### src/design/hbs_ram.sv
// Generic single-port RAM with registered read.
`default_nettype none

module hbs_ram #(
  parameter int WIDTH = 8,
  parameter int DEPTH = 256
) (
  input  wire logic                     clk_i,
  input  wire logic                     en_i,
  input  wire logic                     we_i,
  input  wire logic [$clog2(DEPTH)-1:0] addr_i,
  input  wire logic [WIDTH-1:0]         wdata_i,
  output logic      [WIDTH-1:0]         rdata_o
);

  logic [WIDTH-1:0] mem_q [DEPTH];

  always_ff @(posedge clk_i) begin
    if (en_i) begin
      if (we_i) begin
        mem_q[addr_i] <= wdata_i;
      end else begin
        rdata_o <= mem_q[addr_i];
      end
    end
  end

endmodule

`default_nettype wire

### config.mk
export PLATFORM = sky130hd
export DESIGN_NAME = hbs_ram
export DESIGN_NICKNAME = d
export VERILOG_FILES = /design/src/design/hbs_ram.sv
export SDC_FILE = /design/constraint.sdc
export NUM_CORES = 2
export LEC_CHECK = 0
export BUFFER_PORTS_ARGS = -buffer_cell sky130_fd_sc_hd__buf_2
export CAP_MARGIN = 5
export CORE_MARGIN = 2
export CORE_UTILIZATION = 35
export DETAILED_ROUTE_END_ITERATION = 8
export GPL_ROUTABILITY_DRIVEN = 0
export SYNTH_ARGS = -nofsm -noshare
export SYNTH_HDL_FRONTEND = slang
export SYNTH_SLANG_ARGS = --single-unit
### constraint.sdc
create_clock -name clk_i -period 9.1 [get_ports clk_i]
set_clock_uncertainty 0.1 [all_clocks]
set_input_delay 1.82 -clock clk_i [delete_from_list [all_inputs] [get_ports clk_i]]
set_output_delay 1.82 -clock clk_i [all_outputs]
set_load 0.005 [all_outputs]
# [After elaboration in Yosys (flattened, before gate mapping)]
# Memory sizes are Yosys's and may differ from the RTL's. A register that Yosys moved wholly into a read port is not among the register bits.
# Cells that the tools add are included.
[word_totals] regBits=0 latchBits=0 ramBits=2048 rom_bits=0 input_bits=19 output_inout_bits=8 wordCells=6 mem_count=1
[op_classes] add_sub_neg=0 multipliers=0 div=0 magnitude_cmp=0 eq_ne=0 shift=0 muxes=3 bitwise_logic=1 n_reduce_logical=1
[mem_list] memory="mem_q" depth=256 word_bits=8 rd=1 rd_ports_with_merged_regs=1 write_ports=1 line="16" rtl="logic [WIDTH-1:0] mem_q [DEPTH];"
[ops] operator="$mux 1" n=3
[ops] operator="$reduce_and 2->1" n=1
[ops] operator="$not 1->1" n=1

# [Logic depth before layout (Yosys ltp)]
[depth] word_depth=3 mapped_depth=9

# [Least setup slack after synthesis]
# Ideal clock, no wire load.
[synth_timing] path_kind="input-to-reg" startpoint="input addr_i[0]" endpoint="memory mem_q[117][0], enable pin" setup_time_ns=0.370 t_arrival_ns=3.745 path_slack_ns=4.885 cell_stages=8 path_buffers=5 path_cell_list="buf_2 > buf_6 > buf_2 > buf_2 > nor3b_1 > nand2_1 > clkbuf_1 > nor2_1"
[synth_lines] item="start, declared" line="11" rtl="input wire logic [$clog2(DEPTH)-1:0] addr_i,"
[synth_lines] item="end, declared" line="16"
# No word-level cell before the write port.

==> results.yml <==
critical_path:
  worst_path_max_delay_cell: "o41ai_2"
  cpPeakStageDelay_ps: 910
  critPathTopFamily: "buffers and inverters"
  path_class: "in2reg"
  cp_num_buf_inv: 3
  path_max_fanout: 108
  endpoint_kind: "register"
  start_kind: "input port"
  crit_chain: "buf_8 -> buf_12 -> buf_4 -> mux4_2 -> a22oi_1 -> a21oi_1 -> o41ai_2 -> nand4_1"
  cp_data_arrival_time_ps: 5920
  crit_required_ps: 9550
global_route:
  grt_max_degree: 143
  antenna_found_initial: 10
  grt_pass1_vias: 37500
  use_met2_pct: 26.6
  grt_util_all_layers_pct: 16.8
  grt_util_met1_pct: 24.0
  grt_overflow: 0
  gr-max-usage-layer: "met2"
  grt_pass1_wl_um: 278000
  grt_util_met3_pct: 2.82
sta:
  relSlewSlack_pct: -2.56
  rsz0062_at_grt: "false"
  setup_viol: 0
  fmax_mhz: 183
  fin_tns_setup_ps: 0
  timing.final.ws_setup_ps: 3630
  worst_slew_pin_slew_ps: 1520
  hold_viol: 0
  period_needed_ps: 5470
  slew_violations: 2
  fin_crit_sh_pct: 60.1
  whs_ps: 948
detailed_routing:
  drc_errors: 0
  ant_nets: 0
  routed_via_density: 5.50
  num_vias: 37100
  routed_wl_um: 194000
  firstDrtPassIters: 5
  post_drt_wl_per_cell_um: 28.7
  drtIter0Drc: 4450
clock_network:
  postCtsSetupBuffers: 0
  clock-sinks: 2056
  cts.clk_slew.worst_paths_ps: 60
  cts_tree: "built"
  clock_latency_ps: 860
  cts_root_buffer: "clkbuf_16"
  cts_htree_levels: 4
  cts_buffers: 204
  clockBufferDepth: 3
  post_cts_resized: 0
  ctsHoldBuffers: 0
placement:
  post-place-ws_ps: 2730
  port-buffer-count: 26
  dpl_cell_area_mm2: 0.0821
  hpwl_um: 109000
  dp.cells: 6375
logic_synthesis:
  synth_edf_count: 2056
  netlist_instances: 3526
  yosysMostFrequentCell: "edfxtp_1"
  async_flop_share_pct: 0
  synth_top_area_share_pct: 78.8
  ys_seq_area_share_pct: 78.8
  syn_nets: 3545
  ys_top_cells_by_area: "edfxtp_1 (79%), mux4_2 (15%), a22oi_1 (2.5%)"
  syn_area_per_cell_um2: 22.2
  yosys.cell_types.count: 21
  yosysWarnings: 0
  synth_commonest_cells: "edfxtp_1 (2056), mux4_2 (512), nor2_1 (259)"
  synth-main-ff-cell: "edfxtp_1"
  synth_area_leader_cell: "edfxtp_1"
  synth-seq-cells: 2056
  synth_area_mm2: 0.0784
power:
  power.total_mw: 19.4
  p_leak_nw: 26.3
  p_per_area_mw_per_mm2: 219
  vdd_ir_drop_max_uv: 176
final_layout:
  layout-drive-gt1-share_pct: 24.4
  regArea_mm2: 0.0617
  fillers: 19500
  final_cells: 6753
  final_core_util_pct: 39.8
  nets: 3625
  post-route-cell-area_mm2: 0.0885
  area_growth_pct: 13.0
  multi_input_area_mm2: 0.0158
floorplanning:
  initial_core_util_pct: 35.2
  die_area_mm2: 0.228
  core.rowCount: 173
  pin_count: 27
  core_mm2: 0.223
  die_y_um: 477
  die_x_um: 477
outcome:
  failed_checks: "capacitance limit, slew limit"
  status: "finished, violations left"
worst_hold_path:
  hold_class: "reg2reg"
flow_run:
  max_cap_violations: 1
flip-flops by register name (all words and copies together) (netlist names):
signal / cells
mem_q: 2048
rdata_o: 8
worst reg2reg max path, delay by kind of cell (launching register included):
| kind | cells | cell delay, ps |
|---|---|---|
| compound gates | 3 | 1880 |
| mux | 1 | 460 |
| flops | 1 | 350 |
| simple gates | 1 | 170 |
area by class of cell:
cell class / count / area share (%)
Timing Repair Buffer: 99 / 0.975
Clock inverter: 122 / 1.21
Clock buffer: 252 / 6.02
Tap cell: 2975 / 4.20
Antenna cell: 4 / 0.0113
Multi-Input combinational cell: 1245 / 17.9
Sequential cell: 2056 / 69.7
routing by layer:
layer,up-vias,routed length [um]
met5,-,35
met4,6,5280
met3,259,14600
met2,1566,93400
met1,20100,80700
li1,15200,-
worst paths after layout:
kind,cells after the start,from,to,slack [ps]
max reg2reg,5,mem_q[239][7]$_DFFE_PP_,rdata_o[7]$_DFFE_PP_,5830
min reg2reg,5,mem_q[154][1]$_DFFE_PP_,rdata_o[1]$_DFFE_PP_,950
min,5,mem_q[154][1]$_DFFE_PP_,rdata_o[1]$_DFFE_PP_,950
max,8,addr_i[1],rdata_o[2]$_DFFE_PP_,3630
report_power, final:
group          leakage [nW]  internal, mW  switching (mW)  total [mW]
registers              18.5          10.4         0.00701        10.4
clock network          3.11          4.53            3.57        8.10
logic                  4.73         0.280           0.548       0.829
cells in the final DEF, fill, tap and decap left out, types with 2 or more instances in the layout:
| master | instances |
|---|---|
| buf_2 | 17 |
| nor2_1 | 258 |
| buf_12 | 7 |
| clkbuf_1 | 46 |
| o41ai_1 | 18 |
| nand2b_2 | 2 |
| nand3_1 | 4 |
| clkinv_1 | 57 |
| nand2_1 | 14 |
| nor2b_1 | 4 |
| clkinv_16 | 3 |
| o41ai_2 | 14 |
| nor2b_4 | 2 |
| bufinv_16 | 13 |
| nand2_2 | 16 |
| clkinvlp_4 | 4 |
| buf_8 | 10 |
| clkinv_8 | 6 |
| clkbuf_16 | 206 |
| mux4_2 | 512 |
| clkinv_2 | 34 |
| buf_4 | 65 |
| nor3b_1 | 2 |
| a22oi_1 | 256 |
| a21oi_1 | 128 |
| inv_16 | 3 |
| nand4_1 | 8 |
| edfxtp_1 | 2056 |
| diode_2 | 4 |
cells by family (layout without fill, tap and decap cells):
logic type | count (synthesis) | count (layout) | share of synthesized area, %
buf+inv | 225 | 473 | 1.28
other cells | 0 | 4 | 0
simple gates | 317 | 317 | 1.61
flops | 2056 | 2056 | 78.8
compound gates | 416 | 416 | 3.63
mux | 512 | 512 | 14.7
No activity file was read; power rests on OpenSTA's default activity.
