`src/design/hbs_pkg.sv`:
```
// Shared constants, types and codes for the heightmap bilinear sampler.
`default_nettype none

package hbs_pkg;

  // Heightmap geometry
  localparam int MAX_DIM     = 256;
  localparam int FRAC_BITS   = 8;
  localparam int IDX_W       = $clog2(MAX_DIM);
  localparam int DIM_W       = $clog2(MAX_DIM + 1);
  localparam int STORE_DEPTH = MAX_DIM * MAX_DIM;
  localparam int ADDR_W      = $clog2(STORE_DEPTH);
  localparam int ROW_W       = IDX_W + DIM_W;

  // Port field widths
  localparam int CFG_W       = 9;
  localparam int CFG_IDX_W   = 2;
  localparam int TEXEL_IDX_W = 16;
  localparam int TEXEL_W     = 8;
  localparam int COORD_W     = 19;
  localparam int HEIGHT_W    = 18;
  localparam int OUT_FRAC    = 16;

  // Blend arithmetic
  localparam int ONE_W   = FRAC_BITS + 1;
  localparam int WGT_W   = 2 * FRAC_BITS + 1;
  localparam int PROD_W  = TEXEL_W + WGT_W;
  localparam int SUM_W   = TEXEL_W + 2 * FRAC_BITS;

  // Scaling to 16 fraction bits before the divide by 100
  localparam int DIV_SHL = (OUT_FRAC > 2 * FRAC_BITS) ? OUT_FRAC - 2 * FRAC_BITS : 0;
  localparam int DIV_SHR = (OUT_FRAC > 2 * FRAC_BITS) ? 0 : 2 * FRAC_BITS - OUT_FRAC;
  localparam int NUM_W   = SUM_W + DIV_SHL - DIV_SHR;

  // Reciprocal divide by 100: q = (n * RECIP) >> RECIP_K, then one fix-up step
  localparam int DIVISOR   = 100;
  localparam int DIVISOR_W = 7;
  localparam int RECIP_K   = 32;
  localparam longint unsigned RECIP = (64'd1 << RECIP_K) / 64'(DIVISOR);
  localparam int RECIP_W   = $clog2(RECIP + 1);
  localparam int QUOT_W    = NUM_W + RECIP_W - RECIP_K;

  // Request modes
  localparam logic MODE_WRITE  = 1'b0;
  localparam logic MODE_SAMPLE = 1'b1;

  // Configuration register indexes
  localparam logic [CFG_IDX_W-1:0] CFG_GRID_WIDTH  = 2'd0;
  localparam logic [CFG_IDX_W-1:0] CFG_GRID_HEIGHT = 2'd1;

  typedef enum logic [2:0] {
    ST_IDLE,
    ST_SETUP,
    ST_READ,
    ST_WAIT,
    ST_DIV,
    ST_DONE
  } hbs_state_e;

  // Control from the sequencer to the multiply-accumulate unit
  typedef struct packed {
    logic       setup;  // latch fractions, build weights, clear accumulator
    logic       take;   // read data valid this cycle
    logic [1:0] sel;    // corner of the read data
  } hbs_mac_ctrl_t;

endpackage

`default_nettype wire

```
`src/design/hbs_div100.sv`:
```
// Divide by 100 via reciprocal multiply with one correction step.
`default_nettype none

module hbs_div100 (
  input  wire logic                          clk_i,
  input  wire logic                          rst_ni,
  input  wire logic                          start_i,
  input  wire logic [hbs_pkg::SUM_W-1:0]     sum_i,
  output logic                               done_o,
  output logic      [hbs_pkg::HEIGHT_W-1:0]  quot_o
);

  localparam int NUM_W  = hbs_pkg::NUM_W;
  localparam int QUOT_W = hbs_pkg::QUOT_W;
  localparam int PMUL_W = NUM_W + hbs_pkg::RECIP_W;
  localparam int Q100_W = QUOT_W + hbs_pkg::DIVISOR_W;
  localparam int WIDE_W = hbs_pkg::SUM_W + hbs_pkg::DIV_SHL;

  logic [WIDE_W-1:0]  num_wide;
  logic [NUM_W-1:0]   num, num_q;
  logic [PMUL_W-1:0]  pmul_q;
  logic               vld1_q, done_q;
  logic [QUOT_W-1:0]  q_est, q_fix;
  logic [Q100_W-1:0]  q100;
  logic [NUM_W-1:0]   rem;
  logic [hbs_pkg::HEIGHT_W-1:0] quot_q;

  // align the blend to 16 fraction bits
  assign num_wide = WIDE_W'(sum_i) << hbs_pkg::DIV_SHL;
  assign num      = NUM_W'(num_wide >> hbs_pkg::DIV_SHR);

  always_ff @(posedge clk_i) begin
    num_q  <= num;
    pmul_q <= PMUL_W'(num) * PMUL_W'(hbs_pkg::RECIP);
  end

  // estimate is low by at most one
  assign q_est = pmul_q[hbs_pkg::RECIP_K +: QUOT_W];
  assign q100  = Q100_W'(q_est) * Q100_W'(hbs_pkg::DIVISOR);
  assign rem   = num_q - NUM_W'(q100);
  assign q_fix = q_est + QUOT_W'(rem >= NUM_W'(hbs_pkg::DIVISOR));

  always_ff @(posedge clk_i) begin
    if (vld1_q) begin
      quot_q <= hbs_pkg::HEIGHT_W'(q_fix);
    end
  end

  always_ff @(posedge clk_i or negedge rst_ni) begin
    if (!rst_ni) begin
      vld1_q <= 1'b0;
      done_q <= 1'b0;
    end else begin
      vld1_q <= start_i;
      done_q <= vld1_q;
    end
  end

  assign done_o = done_q;
  assign quot_o = quot_q;

endmodule

`default_nettype wire

```
`config.mk`:
```
export PLATFORM = sky130hd
export DESIGN_NAME = hbs_div100
export DESIGN_NICKNAME = d
export VERILOG_FILES = /design/src/design/hbs_pkg.sv /design/src/design/hbs_div100.sv
export SDC_FILE = /design/constraint.sdc
export NUM_CORES = 1
export LEC_CHECK = 0
export ABC_AREA = 1
export BUFFER_PORTS_ARGS = -buffer_cell sky130_fd_sc_hd__clkbuf_2
export CORE_UTILIZATION = 60
export CTS_CLUSTER_SIZE = 25
export DETAILED_ROUTE_END_ITERATION = 10
export PLACE_DENSITY = 0.78
export SYNTH_ARGS = -nofsm -noshare
export SYNTH_HDL_FRONTEND = slang
export SYNTH_SLANG_ARGS = --single-unit
```
`constraint.sdc`:
```
create_clock -name clk_i -period 10.95 [get_ports clk_i]
set_input_delay 0.5475 -clock clk_i [delete_from_list [all_inputs] [get_ports clk_i]]
set_output_delay 0.5475 -clock clk_i [all_outputs]
set_load 0.01 [all_outputs]
```
* Word level (Yosys, flattened, before mapping)
Index checks and enable logic that the tools add are counted.
** Word-level totals
- Bits in registers :: 91
- Logic and storage cells :: 10
- Bits of input ports :: 27
** Operators by class
- $add $sub $neg :: 2
- Order comparisons :: 1
- Multiply operators :: 2
** Operators by type and width (number)
- $mul A24 B23 Y47 const B :: 1
- $ge A24 B7 Y1 const B :: 1
- $sub A24 B24 Y24 :: 1
- $mul A18 B5 Y22 const B :: 1
- $add A18 B1 Y18 :: 1

* Longest topological paths before layout
- Depth after elaboration :: 4
- Gate-level depth with buffers :: 33
- Mapped depth without buffers :: 33

* Least setup slack after synthesis
OpenSTA, ideal clock, no wires.
- Kind :: input-to-reg
- Start point :: input port sum_i[8] in the netlist's numbering
- End point :: register pmul_q[46]
- Data required time :: 10.829 ns
- Path buffers :: 0
- Arrival time :: 5.220 ns
- Path slack :: 5.609 ns
- Cell stages on the path :: 21
- Cell sequence :: fa_1 > ha_1 > inv_1 > fa_1 > inv_1 > fa_1 > inv_1 > fa_1 > inv_1 > fa_1 > fa_1 > ha_1 > a21o_1 > a21oi_1 > o21a_1 > inv_1 > a21oi_1 > nand2_1 > nand2_1 > nand2_1 > xor2_1
** On the way
- Word-level cells in the longest chain between the ends :: 1
** RTL lines
- start: declaration :: line hbs_div100.sv:8 : input wire logic [hbs_pkg::SUM_W-1:0] sum_i,
- $mul A24 B23 Y47 :: line hbs_div100.sv:34 : pmul_q <= PMUL_W'(num) * PMUL_W'(hbs_pkg::RECIP);
- end signal: assignment :: line hbs_div100.sv:34
- end: declaration :: line hbs_div100.sv:21 : logic [PMUL_W-1:0] pmul_q;
No other way between the ends.
A chain may end at the register's enable or synchronous reset.

* Final worst setup path
- Start point :: register pmul_q[36]
- End point :: register quot_q (netlist bit quot_o[17]) (data pin)
** On the way
- Word-level cells in the longest chain between the ends :: 4
** RTL lines
- $mul A18 B5 Y22 :: line hbs_div100.sv:39 : assign q100 = Q100_W'(q_est) * Q100_W'(hbs_pkg::DIVISOR);
- $sub A24 B24 Y24 :: line hbs_div100.sv:40 : assign rem = num_q - NUM_W'(q100);
- $ge A24 B7 Y1 :: line hbs_div100.sv:41 : assign q_fix = q_est + QUOT_W'(rem >= NUM_W'(hbs_pkg::DIVISOR));
- $add A18 B1 Y18 * :: line hbs_div100.sv:41
- net q_fix[17] :: line hbs_div100.sv:23 : logic [QUOT_W-1:0] q_est, q_fix;
- end signal: assignment :: line hbs_div100.sv:45 : quot_q <= hbs_pkg::HEIGHT_W'(q_fix);
- end: declaration :: line hbs_div100.sv:26 : logic [hbs_pkg::HEIGHT_W-1:0] quot_q;
Mark *: on every way through the listed nets, which the timed path passes. The rest lies on a longest branch.

==> run metrics <==
#FFs+latches synth=60; Starting Density=0.6113; Hold EP=vld1_q; Post-Layout Cell Count=2096; Final GP Congestion=between 0.9 and 1; Vias=between 10000 and 15000; synth top area cells=ha_1, fa_1, inv_1; most frequent cells after synthesis=inv_1, ha_1, nand2_1; GRT Overall Usage=0.3074; R2R depth=29; post-synthesis cell area=0.01482 mm^2; Max transition margin=0.5278; DP HPWL=roughly 32000 um; Clk Latency, worst-skew pair=330 ps; fmax=roughly 0.17 GHz; count leader, synth=inv_1; count of cell types in the netlist=38; antenna-violating nets left=0; # DRC=0; initial antenna violation count=0; first-pass GRT wire length=60640 um; Fin Clk Skew=just over 9 ps; delay-heaviest family, CP=adder cells; Tcrit/Tclk final=0.5447; clock root cell=clkbuf_16; chip height=around 160 um; synthesis-to-layout area growth=6.331%; TritonCTS buffer count=9; unrepaired setup endpoints after global routing=false; clk slew on worst S/H paths=60 ps; layout cells sized above 1=0.04684; HP Start=start_i; area share of fa/ha/maj cells after synthesis=0.5762; router iterations before antenna repair=7; Slew @ Worst Pin=between 700 and 800 ps; simple-gate share of the synthesized area=0.1301; status=complete, no violations; Final Hold Viols=0; Hold WC Path Type=in -> reg; Final TNS setup=0 ps; Buf/Inv on CP=4; largest family of logic cells by synthesized area=adder cells; setup violators final=0; kind of critical path=reg -> reg; max incr delay on CP=approximately 500 ps; EDFF count, synth=18; XOR/XNOR Fraction of Synth Area=0.03191; Worst Setup Start Kind=flip-flop; PostCTS Resize Cnt=0; syn nets=about 2300; mux share of post-synthesis cell area=0; Max stage delay cell, worst path=fa_1; max-slew violations=0; Post-CTS Hold Buffers=1; number of I/O port buffers=between 40 and 50; CP most frequent cell=ha_1; Worst R2R End=quot_o[17]; fin crit period=5965 ps; critical-path maximum fanout=5; Synth Flop Type=dfxtp_1; Gate Count Post-Synth=about 1700; Wirelength per Cell=17.58 um; width of the die=159.2 um; R2R Path Start=pmul_q[36]; # clock sinks=60; asr flop ratio synth=0.03333; via/cell ratio=5.439; CTS Buffer Depth=2; Die ar.=around 0.025 mm^2; Data arrival, critical path=just over 6000 ps; synthesized area per cell=between 8 and 9 um^2; Core ar.=between 0.02 and 0.025 mm^2; Max-Cap Viols=0; fin nets=roughly 2400; number of global-route vias before repair=12288; Synth warnings=0; final WL=36850 um; dominant cell type by area after synthesis=ha_1; # diodes=0; FF-to-FF setup slack=around 5000 ps; Synth top area share=0.2912; total grt overflow=0; # IOs=46; Worst EP required=11030 ps; Hold Path Cell Cnt=1; Initial DRC Count=540; Post-Place Cells=roughly 2100; Compound-Gate Fraction of Synth Area=0.06238; CP endpoint kind=flip-flop; largest net degree at the start of global routing=20; Seq/Total Area, Yosys=0.09386; Post-CTS Setup Inserts=0; deepest level of the CTS H-tree=3; number of cell rows=57; CTS tree=yes
## through the flow
step | hold slack, ps | utilization | setup slack (ps) | area (um^2)
finish | 323.9 | 0.6500 | 4985 | 15760
global placement | 332.8 | 0.6373 | 4703 | 15450
CTS | 314.5 | 0.6500 | 5012 | 15760
global route | 313.5 | 0.6500 | 4515 | 15760
floorplan | 251.9 | - | 5609 | 14820
detailed placement | 335.3 | 0.6373 | 4691 | 15450
## cell families (layout without fill, tap and decap cells)
logic type | after synthesis | in the layout
compound gates | 164 | 164
xor+xnor | 54 | 54
fa+ha+maj | 556 | 556
buf+inv | 417 | 479
flops | 60 | 60
simple gates | 459 | 459
## worst max path at each step
stage / start / end / slack [ps] / depth (start not counted)
after detailed placement: sum_i[16] / pmul_q[41] / 4690 / 20
final: pmul_q[36] / quot_o[17] / 4990 / 29
after CTS: pmul_q[36] / quot_o[17] / 5010 / 31
after global placement: sum_i[16] / pmul_q[41] / 4700 / 20
after global routing: pmul_q[33] / quot_o[17] / 4520 / 31
after floorplan: sum_i[8] / pmul_q[46] / 5610 / 21
## registers in the layout (all words and copies together) (netlist names)
| signal | cells |
|---|---|
| vld1_q | 1 |
| num_q | 22 |
| done_o | 1 |
| pmul_q | 18 |
| quot_o | 18 |
## per-layer routing
metal  global-route usage  wire length, um  vias to the layer above
met5                    0                0                        -
met4               0.1447             1792                        0
met3              0.03777             1862                      106
met2               0.5383            17990                      327
met1               0.3774            15200                     5444
li1                     -                -                     5523
## area by class of cell
class / count / area [um^2]
clock buffer: 12 / 277.8
clock inverter: 4 / 20.02
fill: 2063 / 8487
inverter: 417 / 1565
multi-input combinational: 1233 / 11870
sequential: 60 / 1391
tap: 324 / 405.4
timing repair buffer: 46 / 235.2
## layout by cell type, fill, tap and decap left out, types with 2 or more instances in the layout
| cell | n |
|---|---|
| dfrtp_1 | 2 |
| clkinv_2 | 4 |
| dfxtp_1 | 40 |
| nor3_2 | 2 |
| a21o_1 | 12 |
| inv_1 | 405 |
| nor3_1 | 10 |
| a21boi_1 | 4 |
| o21ai_1 | 10 |
| xnor2_1 | 16 |
| nand2_1 | 252 |
| a31oi_1 | 8 |
| nand3_1 | 50 |
| nand3b_1 | 5 |
| fa_1 | 211 |
| clkbuf_16 | 10 |
| ha_1 | 345 |
| nand4_1 | 19 |
| nor4_1 | 6 |
| clkbuf_2 | 45 |
| inv_2 | 12 |
| edfxtp_1 | 18 |
| a21oi_1 | 82 |
| nand2_2 | 3 |
| o21a_1 | 5 |
| xor2_1 | 38 |
| clkbuf_8 | 2 |
| nor2_2 | 3 |
| nor2_1 | 102 |
| and3_1 | 3 |
| o221ai_1 | 2 |
| o21bai_1 | 7 |
| o21ai_0 | 29 |
Power is not shown: default switching activity piles up to over one toggle a cycle in this logic, so the estimate is an artifact.
