[src/design/hbs_pkg.sv]
// Shared constants, types and codes for the heightmap bilinear sampler.
`default_nettype none

package hbs_pkg;

  // Heightmap geometry
  localparam int MAX_DIM     = 256;
  localparam int FRAC_BITS   = 8;
  localparam int IDX_W       = $clog2(MAX_DIM);
  localparam int DIM_W       = $clog2(MAX_DIM + 1);
  localparam int STORE_DEPTH = MAX_DIM * MAX_DIM;
  localparam int ADDR_W      = $clog2(STORE_DEPTH);
  localparam int ROW_W       = IDX_W + DIM_W;

  // Port field widths
  localparam int CFG_W       = 9;
  localparam int CFG_IDX_W   = 2;
  localparam int TEXEL_IDX_W = 16;
  localparam int TEXEL_W     = 8;
  localparam int COORD_W     = 19;
  localparam int HEIGHT_W    = 18;
  localparam int OUT_FRAC    = 16;

  // Blend arithmetic
  localparam int ONE_W   = FRAC_BITS + 1;
  localparam int WGT_W   = 2 * FRAC_BITS + 1;
  localparam int PROD_W  = TEXEL_W + WGT_W;
  localparam int SUM_W   = TEXEL_W + 2 * FRAC_BITS;

  // Scaling to 16 fraction bits before the divide by 100
  localparam int DIV_SHL = (OUT_FRAC > 2 * FRAC_BITS) ? OUT_FRAC - 2 * FRAC_BITS : 0;
  localparam int DIV_SHR = (OUT_FRAC > 2 * FRAC_BITS) ? 0 : 2 * FRAC_BITS - OUT_FRAC;
  localparam int NUM_W   = SUM_W + DIV_SHL - DIV_SHR;

  // Reciprocal divide by 100: q = (n * RECIP) >> RECIP_K, then one fix-up step
  localparam int DIVISOR   = 100;
  localparam int DIVISOR_W = 7;
  localparam int RECIP_K   = 32;
  localparam longint unsigned RECIP = (64'd1 << RECIP_K) / 64'(DIVISOR);
  localparam int RECIP_W   = $clog2(RECIP + 1);
  localparam int QUOT_W    = NUM_W + RECIP_W - RECIP_K;

  // Request modes
  localparam logic MODE_WRITE  = 1'b0;
  localparam logic MODE_SAMPLE = 1'b1;

  // Configuration register indexes
  localparam logic [CFG_IDX_W-1:0] CFG_GRID_WIDTH  = 2'd0;
  localparam logic [CFG_IDX_W-1:0] CFG_GRID_HEIGHT = 2'd1;

  typedef enum logic [2:0] {
    ST_IDLE,
    ST_SETUP,
    ST_READ,
    ST_WAIT,
    ST_DIV,
    ST_DONE
  } hbs_state_e;

  // Control from the sequencer to the multiply-accumulate unit
  typedef struct packed {
    logic       setup;  // latch fractions, build weights, clear accumulator
    logic       take;   // read data valid this cycle
    logic [1:0] sel;    // corner of the read data
  } hbs_mac_ctrl_t;

endpackage

`default_nettype wire

[src/design/hbs_mac.sv]
// Corner weights and multiply-accumulate of the four texels.
`default_nettype none

module hbs_mac (
  input  wire logic                           clk_i,
  input  wire logic                           rst_ni,
  input  wire hbs_pkg::hbs_mac_ctrl_t         ctrl_i,
  input  wire logic [hbs_pkg::FRAC_BITS-1:0]  fx_i,
  input  wire logic [hbs_pkg::FRAC_BITS-1:0]  fz_i,
  input  wire logic [hbs_pkg::TEXEL_W-1:0]    rdata_i,
  output logic      [hbs_pkg::SUM_W-1:0]      sum_o,
  output logic                                done_o
);

  localparam int ONE_W = hbs_pkg::ONE_W;
  localparam int WGT_W = hbs_pkg::WGT_W;
  localparam logic [ONE_W-1:0] ONE = ONE_W'(1) << hbs_pkg::FRAC_BITS;

  logic [ONE_W-1:0]            wxl, wxh, wzl, wzh;
  logic [2*ONE_W-1:0]          w00, w01, w10, w11;
  logic [WGT_W-1:0]            weight_q [4];
  logic [hbs_pkg::PROD_W-1:0]  prod_d, prod_q;
  logic                        prod_vld_q;
  logic [1:0]                  prod_sel_q;
  logic [hbs_pkg::SUM_W-1:0]   acc_d, acc_q;
  logic                        done_d, done_q;

  assign wxh = ONE_W'(fx_i);
  assign wzh = ONE_W'(fz_i);
  assign wxl = ONE - wxh;
  assign wzl = ONE - wzh;
  assign w00 = (2*ONE_W)'(wxl) * (2*ONE_W)'(wzl);
  assign w01 = (2*ONE_W)'(wxh) * (2*ONE_W)'(wzl);
  assign w10 = (2*ONE_W)'(wxl) * (2*ONE_W)'(wzh);
  assign w11 = (2*ONE_W)'(wxh) * (2*ONE_W)'(wzh);

  // weights never exceed ONE*ONE, so the top bit is always clear
  always_ff @(posedge clk_i) begin
    if (ctrl_i.setup) begin
      weight_q[0] <= w00[WGT_W-1:0];
      weight_q[1] <= w01[WGT_W-1:0];
      weight_q[2] <= w10[WGT_W-1:0];
      weight_q[3] <= w11[WGT_W-1:0];
    end
  end

  assign prod_d = hbs_pkg::PROD_W'(rdata_i) * hbs_pkg::PROD_W'(weight_q[ctrl_i.sel]);

  always_ff @(posedge clk_i) begin
    prod_q <= prod_d;
  end

  always_comb begin
    acc_d  = acc_q;
    done_d = 1'b0;
    if (ctrl_i.setup) begin
      acc_d = '0;
    end else if (prod_vld_q) begin
      acc_d  = acc_q + prod_q[hbs_pkg::SUM_W-1:0];
      done_d = (prod_sel_q == 2'd3);
    end
  end

  always_ff @(posedge clk_i or negedge rst_ni) begin
    if (!rst_ni) begin
      prod_vld_q <= 1'b0;
      prod_sel_q <= '0;
      done_q     <= 1'b0;
    end else begin
      prod_vld_q <= ctrl_i.take;
      prod_sel_q <= ctrl_i.sel;
      done_q     <= done_d;
    end
  end

  always_ff @(posedge clk_i) begin
    acc_q <= acc_d;
  end

  assign sum_o  = acc_q;
  assign done_o = done_q;

endmodule

`default_nettype wire

[config.mk]
export PLATFORM = sky130hd
export DESIGN_NAME = hbs_mac
export DESIGN_NICKNAME = d
export VERILOG_FILES = /design/src/design/hbs_pkg.sv /design/src/design/hbs_mac.sv
export SDC_FILE = /design/constraint.sdc
export NUM_CORES = 1
export LEC_CHECK = 0
export BUFFER_PORTS_ARGS = -buffer_cell sky130_fd_sc_hd__buf_2
export CAP_MARGIN = 40
export CORE_ASPECT_RATIO = 0.8
export CORE_MARGIN = 3
export CORE_UTILIZATION = 59
export CTS_CLUSTER_DIAMETER = 60
export DETAILED_ROUTE_END_ITERATION = 10
export HOLD_SLACK_MARGIN = 0.08
export PLACE_DENSITY = 0.79
export SLEW_MARGIN = 15
export SYNTH_ARGS = -nofsm -noshare
export SYNTH_HDL_FRONTEND = slang
export SYNTH_SLANG_ARGS = --single-unit
[constraint.sdc]
create_clock -name clk_i -period 5.1 [get_ports clk_i]
set_clock_uncertainty 0.2 [all_clocks]
set_input_delay 0 -clock clk_i [delete_from_list [all_inputs] [get_ports clk_i]]
set_output_delay 0 -clock clk_i [all_outputs]
set_load 0.02 [all_outputs]
# Word-level counts from Yosys, hierarchy flattened
# Memories as Yosys holds them, arrays and structs flattened.
# Index checks and enable logic that the tools add are counted.
[totals]
ramBits = 68
memories = 1
wordCells = 19
ff_bits = 52
[mem_list]
columns = ["name", "words", "width", "read_ports", "rd_ports_with_merged_regs", "write_ports", "line", "text"]
rows = [
  ["weight_q", 4, 17, 1, 0, 4, "hbs_mac.sv:21", "logic [WGT_W-1:0] weight_q [4];"],
]
[op_classes]
n_eq_ne = 1
add_sub_neg = 3
multipliers = 5
n_mux = 4
[ops]
columns = ["op", "n"]
rows = [
  ["$add A24 B24 Y24", 1],
  ["$mul A8 B17 Y24", 1],
  ["$sub A9 B8 Y9 const A", 2],
  ["$mul A8 B9 Y17", 1],
  ["$mul A9 B8 Y17", 1],
  ["$mul A9 B9 Y17", 1],
  ["$mul A8 B8 Y16", 1],
  ["$mux W1", 4],
  ["$eq A2 B2 Y1 const B", 1],
]

# Logic depth before layout (Yosys ltp)
[logic_depth]
ltp_word = 3
depth_mapped = 22
ltp_nobuf = 21

# Least setup slack after synthesis
# OpenSTA, ideal clock, no wires.
[synth_path]
path_type = "in2reg"
startpoint = "in fz_i[3] (netlist name)"
endpoint = "mem weight_q[1][15] (netlist name), data pin"
required_time_ns = 4.705
slack_ns = -0.613
n_path_buf = 2
arrival_time_ns = 5.318
setup_ns = 0.195
stages = 20
cell_sequence = "clkbuf_1 -> nor2_1 -> nand2_1 -> or3_1 -> xor2_1 -> clkbuf_1 -> nand2_1 -> fa_1 -> inv_1 -> fa_1 -> inv_1 -> fa_1 -> fa_1 -> inv_1 -> ha_1 -> a2111oi_0 -> a211oi_1 -> o21ai_0 -> or4b_1 -> o311ai_0"
[synth_lines]
columns = ["item", "line", "text"]
rows = [
  ["start, declared", "hbs_mac.sv:9", "input wire logic [hbs_pkg::FRAC_BITS-1:0] fz_i,"],
  ["end, declared", "hbs_mac.sv:21", ""],
]

# Worst setup path in the final report
[layout_path]
startpoint = "mem weight_q[3][10] (netlist name)"
endpoint = "reg prod_q[20] (netlist name)"
[layout_via]
elab_chain_len = 2
[layout_lines]
columns = ["item", "line", "text"]
rows = [
  ["$mem_v2 Z4 W17", "n/a", ""],
  ["$mul A8 B17 Y24", "hbs_mac.sv:47", "assign prod_d = hbs_pkg::PROD_W'(rdata_i) * hbs_pkg::PROD_W'(weight_q[ctrl_i.sel]);"],
  ["via prod_d (one bit)", "hbs_mac.sv:22", "logic [hbs_pkg::PROD_W-1:0] prod_d, prod_q;"],
  ["end signal, assigned", "hbs_mac.sv:50", "prod_q <= prod_d;"],
  ["end, declared", "hbs_mac.sv:22", ""],
]
# The timed path passes the listed nets, and every way through them passes these cells.
# A chain may end at the register's enable or synchronous reset.

==> flow_metrics.py <==
metrics = {
    "critical_path": {
        "path_buf_inv": 5,
        "slowest_stage": "fa_1",
        "crit_type": "reg -> reg",
        "cp-start-kind": "register",
        "cp_max_fo": 4,
        "worstPathArrival_ns": 5.44,
        "crit_chain": "mux4_2 > buf_4 > buf_4 > and2_1 > fa_1 > inv_1 > fa_1 > fa_2 > fa_1 > inv_1 > ha_1 > buf_4 > a21o_1 > a21oi_1 > o21ai_0 > a221o_1 > nand4_1 > o211ai_1",
        "crit_path_end_kind": "register",
        "cp_data_required_time_ns": 5.21,
        "critPathTopFamily": "adder cells",
        "cp_slowest_stage_delay_ns": 0.56,
    },
    "floorplan": {
        "die_height_um": 163,
        "core_mm2": 0.0298,
        "die_area_mm2": 0.0330,
        "die_w_um": 202,
        "start_util": 0.609,
        "num_io_pins": 55,
        "rows": 56,
    },
    "outcome": {
        "status": "finished with violations",
        "violations": "setup timing",
    },
    "sta": {
        "worst-slew-pin-transition_ns": 0.817,
        "relSlewSlack": 0.455,
        "rsz0062_at_grt": "true",
        "hold_violations": 0,
        "post-route-min-period_ns": 5.32,
        "max_freq_mhz": 188,
        "setup_viol": 9,
        "setup-tns-final_ns": -1.32,
        "fin_crit_sh": 1.04,
        "drv_slew": 0,
        "setup_ws_ns": -0.225,
    },
    "placed_design": {
        "dp_hpwl_um": 38100,
        "dpl_cell_area_mm2": 0.0203,
        "gp_congestion": 0.956,
        "portBuffers": 54,
        "place_inst": 2557,
    },
    "layout": {
        "fill_cells": 2096,
        "finalInstanceArea_mm2": 0.0215,
        "final-instance-count-excl-fill": 2614,
        "fin_nets": 2698,
        "regArea_mm2": 0.00298,
        "antenna_cells": 0,
        "multi_input_area_mm2": 0.0141,
        "layout.cells.most_common": "inv_1",
        "syn2layout_area_growth_pct": 18.0,
        "layout_common_cells": "351 x inv_1, 255 x fa_1, 246 x nand2_1",
        "drive_gt1_frac": 0.176,
    },
    "global_route": {
        "grt_pass1_vias": 16000,
        "grt_pass1_wl_um": 81200,
        "overflow": 0,
        "grt_use_met1": 0.430,
        "gr-usage-met3": 0.0677,
        "track_usage": 0.311,
        "grt_max_degree": 64,
        "met2_usage": 0.487,
        "grt.busiest_layer": "met2",
        "antenna_found_initial": 0,
    },
    "drt": {
        "antenna_left": 0,
        "wl_per_cell_um": 18.7,
        "first_pass_iters": 7,
        "drt_wl_total_um": 48900,
        "drcViolationCount": 0,
        "viasPerCell": 5.71,
        "drt_iter0_markers": 1395,
        "vias": 14900,
    },
    "flow_run": {
        "cap_violations": 0,
    },
    "clock_network": {
        "cts_tree": "built",
        "clock_latency_ns": 0.44,
        "htreeDepth": 4,
        "cts_sinks": 116,
        "cts_buffers": 17,
        "root_buffer": "clkbuf_16",
        "clockBufferDepth": 2,
        "clk_pin_slew_worst_paths_ns": 0.05,
    },
    "logic_synthesis": {
        "ys_seq_area_frac": 0.164,
        "synth.avg_cell_area_um2": 9.21,
        "syn_nets": 2478,
        "async_flop_share": 0.0345,
        "synth_edf_count": 64,
        "ys_seq_elements": 116,
        "synth_cells": 1975,
        "synth.yosys.warnings": 0,
        "yosys_most_used_dff": "edfxtp_1",
        "syn_area_mm2": 0.0182,
        "synth_cell_types": 68,
    },
    "worst_hold_path": {
        "worstHoldPathType": "in -> reg",
    },
}
[registers in the layout, indices dropped and copies added, names as in the netlist]
signal and cells:
sum_o 24, weight_q 64, prod_q 24, prod_vld_q 1
prod_sel_q 2, done_o 1
[cell usage after synthesis, types with 3 or more instances]
library cell	instances	area (um^2)
and3_1	9	56.3
ha_1	214	2680
inv_1	359	1350
fa_1	259	5180
and4_1	4	35.0
nand2_1	248	931
or2_2	3	18.8
or3_1	9	56.3
o21ai_0	52	260
o21ai_1	3	15.0
nand2b_1	11	68.8
nor3_1	17	85.1
dfrtp_1	4	100
mux4_2	15	338
a211oi_1	11	82.6
xor2_1	31	272
edfxtp_1	64	1920
o41ai_1	3	26.3
mux2i_1	8	80.1
nor2_1	80	300
xnor2_1	60	526
nand3b_1	3	22.5
dfxtp_1	48	961
nor4_1	9	56.3
buf_1	4	15.0
a31oi_1	7	43.8
and2_1	182	1140
o21bai_1	6	45.0
nand3_1	21	105
o211ai_1	4	30.0
a21boi_0	4	30.0
o31ai_1	4	30.0
o22ai_1	5	31.3
or4_1	3	22.5
o311ai_0	3	26.3
a21oi_1	64	320
nor2b_1	16	100
clkbuf_1	60	225
a21o_1	16	120
o21a_1	17	128
[final cells by class]
cell class / count / area share
tap: 406 / 0.0237
inverter: 359 / 0.0628
clock inverter: 10 / 0.00618
multi-input combinational: 1434 / 0.655
timing repair buffer: 267 / 0.0923
sequential: 116 / 0.139
clock buffer: 22 / 0.0207
[worst register-to-register path: stages (launching register included)]
cell,delay [ns]
edfxtp_1,0.37
mux4_2,0.53
buf_4,0.16
buf_4,0.13
and2_1,0.18
fa_1,0.54
inv_1,0.06
fa_1,0.56
fa_2,0.44
fa_1,0.49
inv_1,0.05
ha_1,0.23
buf_4,0.17
a21o_1,0.18
a21oi_1,0.17
o21ai_0,0.16
a221o_1,0.40
nand4_1,0.11
o211ai_1,0.09
[per-layer routing]
metal	up-vias	part of all wire
met4	0	0.043
met2	694	0.45
met3	149	0.092
li1	6734	-
met1	7338	0.42
met5	-	0
[timing repair]
| item | 4_1_cts | 5_1_grt |
|---|---|---|
| setup endpoints to repair | 11 | 17 |
| setup buffers | 10 | 5 |
| hold buffers | 12 | 0 |
| cloned | 0 | 0 |
| hold endpoints to repair | 36 | 0 |
| pin swaps | 25 | 40 |
| resized for setup | 42 | 46 |
[worst paths after layout]
check	start	to	cells past startpoint	slack, ns
setup / recovery	weight_q[3][10]	prod_q[20]	18	-0.22
hold / removal	fz_i[0]	weight_q[1][1]	5	0.11
setup reg to reg	weight_q[3][10]	prod_q[20]	18	-0.22
hold reg to reg	sum_o[1]	sum_o[1]	2	0.31
max in group asynchronous	rst_ni	done_o	3	4.23
min in group asynchronous	rst_ni	prod_vld_q	3	0.29
[cells by family after synthesis]
family,count (synthesis),share of synthesized area
adders and majority gates,473,0.432
muxes,23,0.0230
DFF,116,0.164
and+or+nand+nor,620,0.168
AOI/OAI and AO/OA,227,0.0812
buffers and inverters,425,0.0879
xor gates and xnor gates,91,0.0438
[stage by stage]
stage	hold slack (ns)	util	worst slack [ns]
finish	0.107	0.719	-0.225
global route	0.156	0.719	-0.358
CTS	0.0925	0.711	-0.150
detailed placement	-0.385	0.680	-0.409
global placement	-0.394	0.680	-0.299
floorplan	-0.496	-	-0.0117
Power is not shown: default switching activity piles up to over one toggle a cycle in this logic, so the estimate is an artifact.
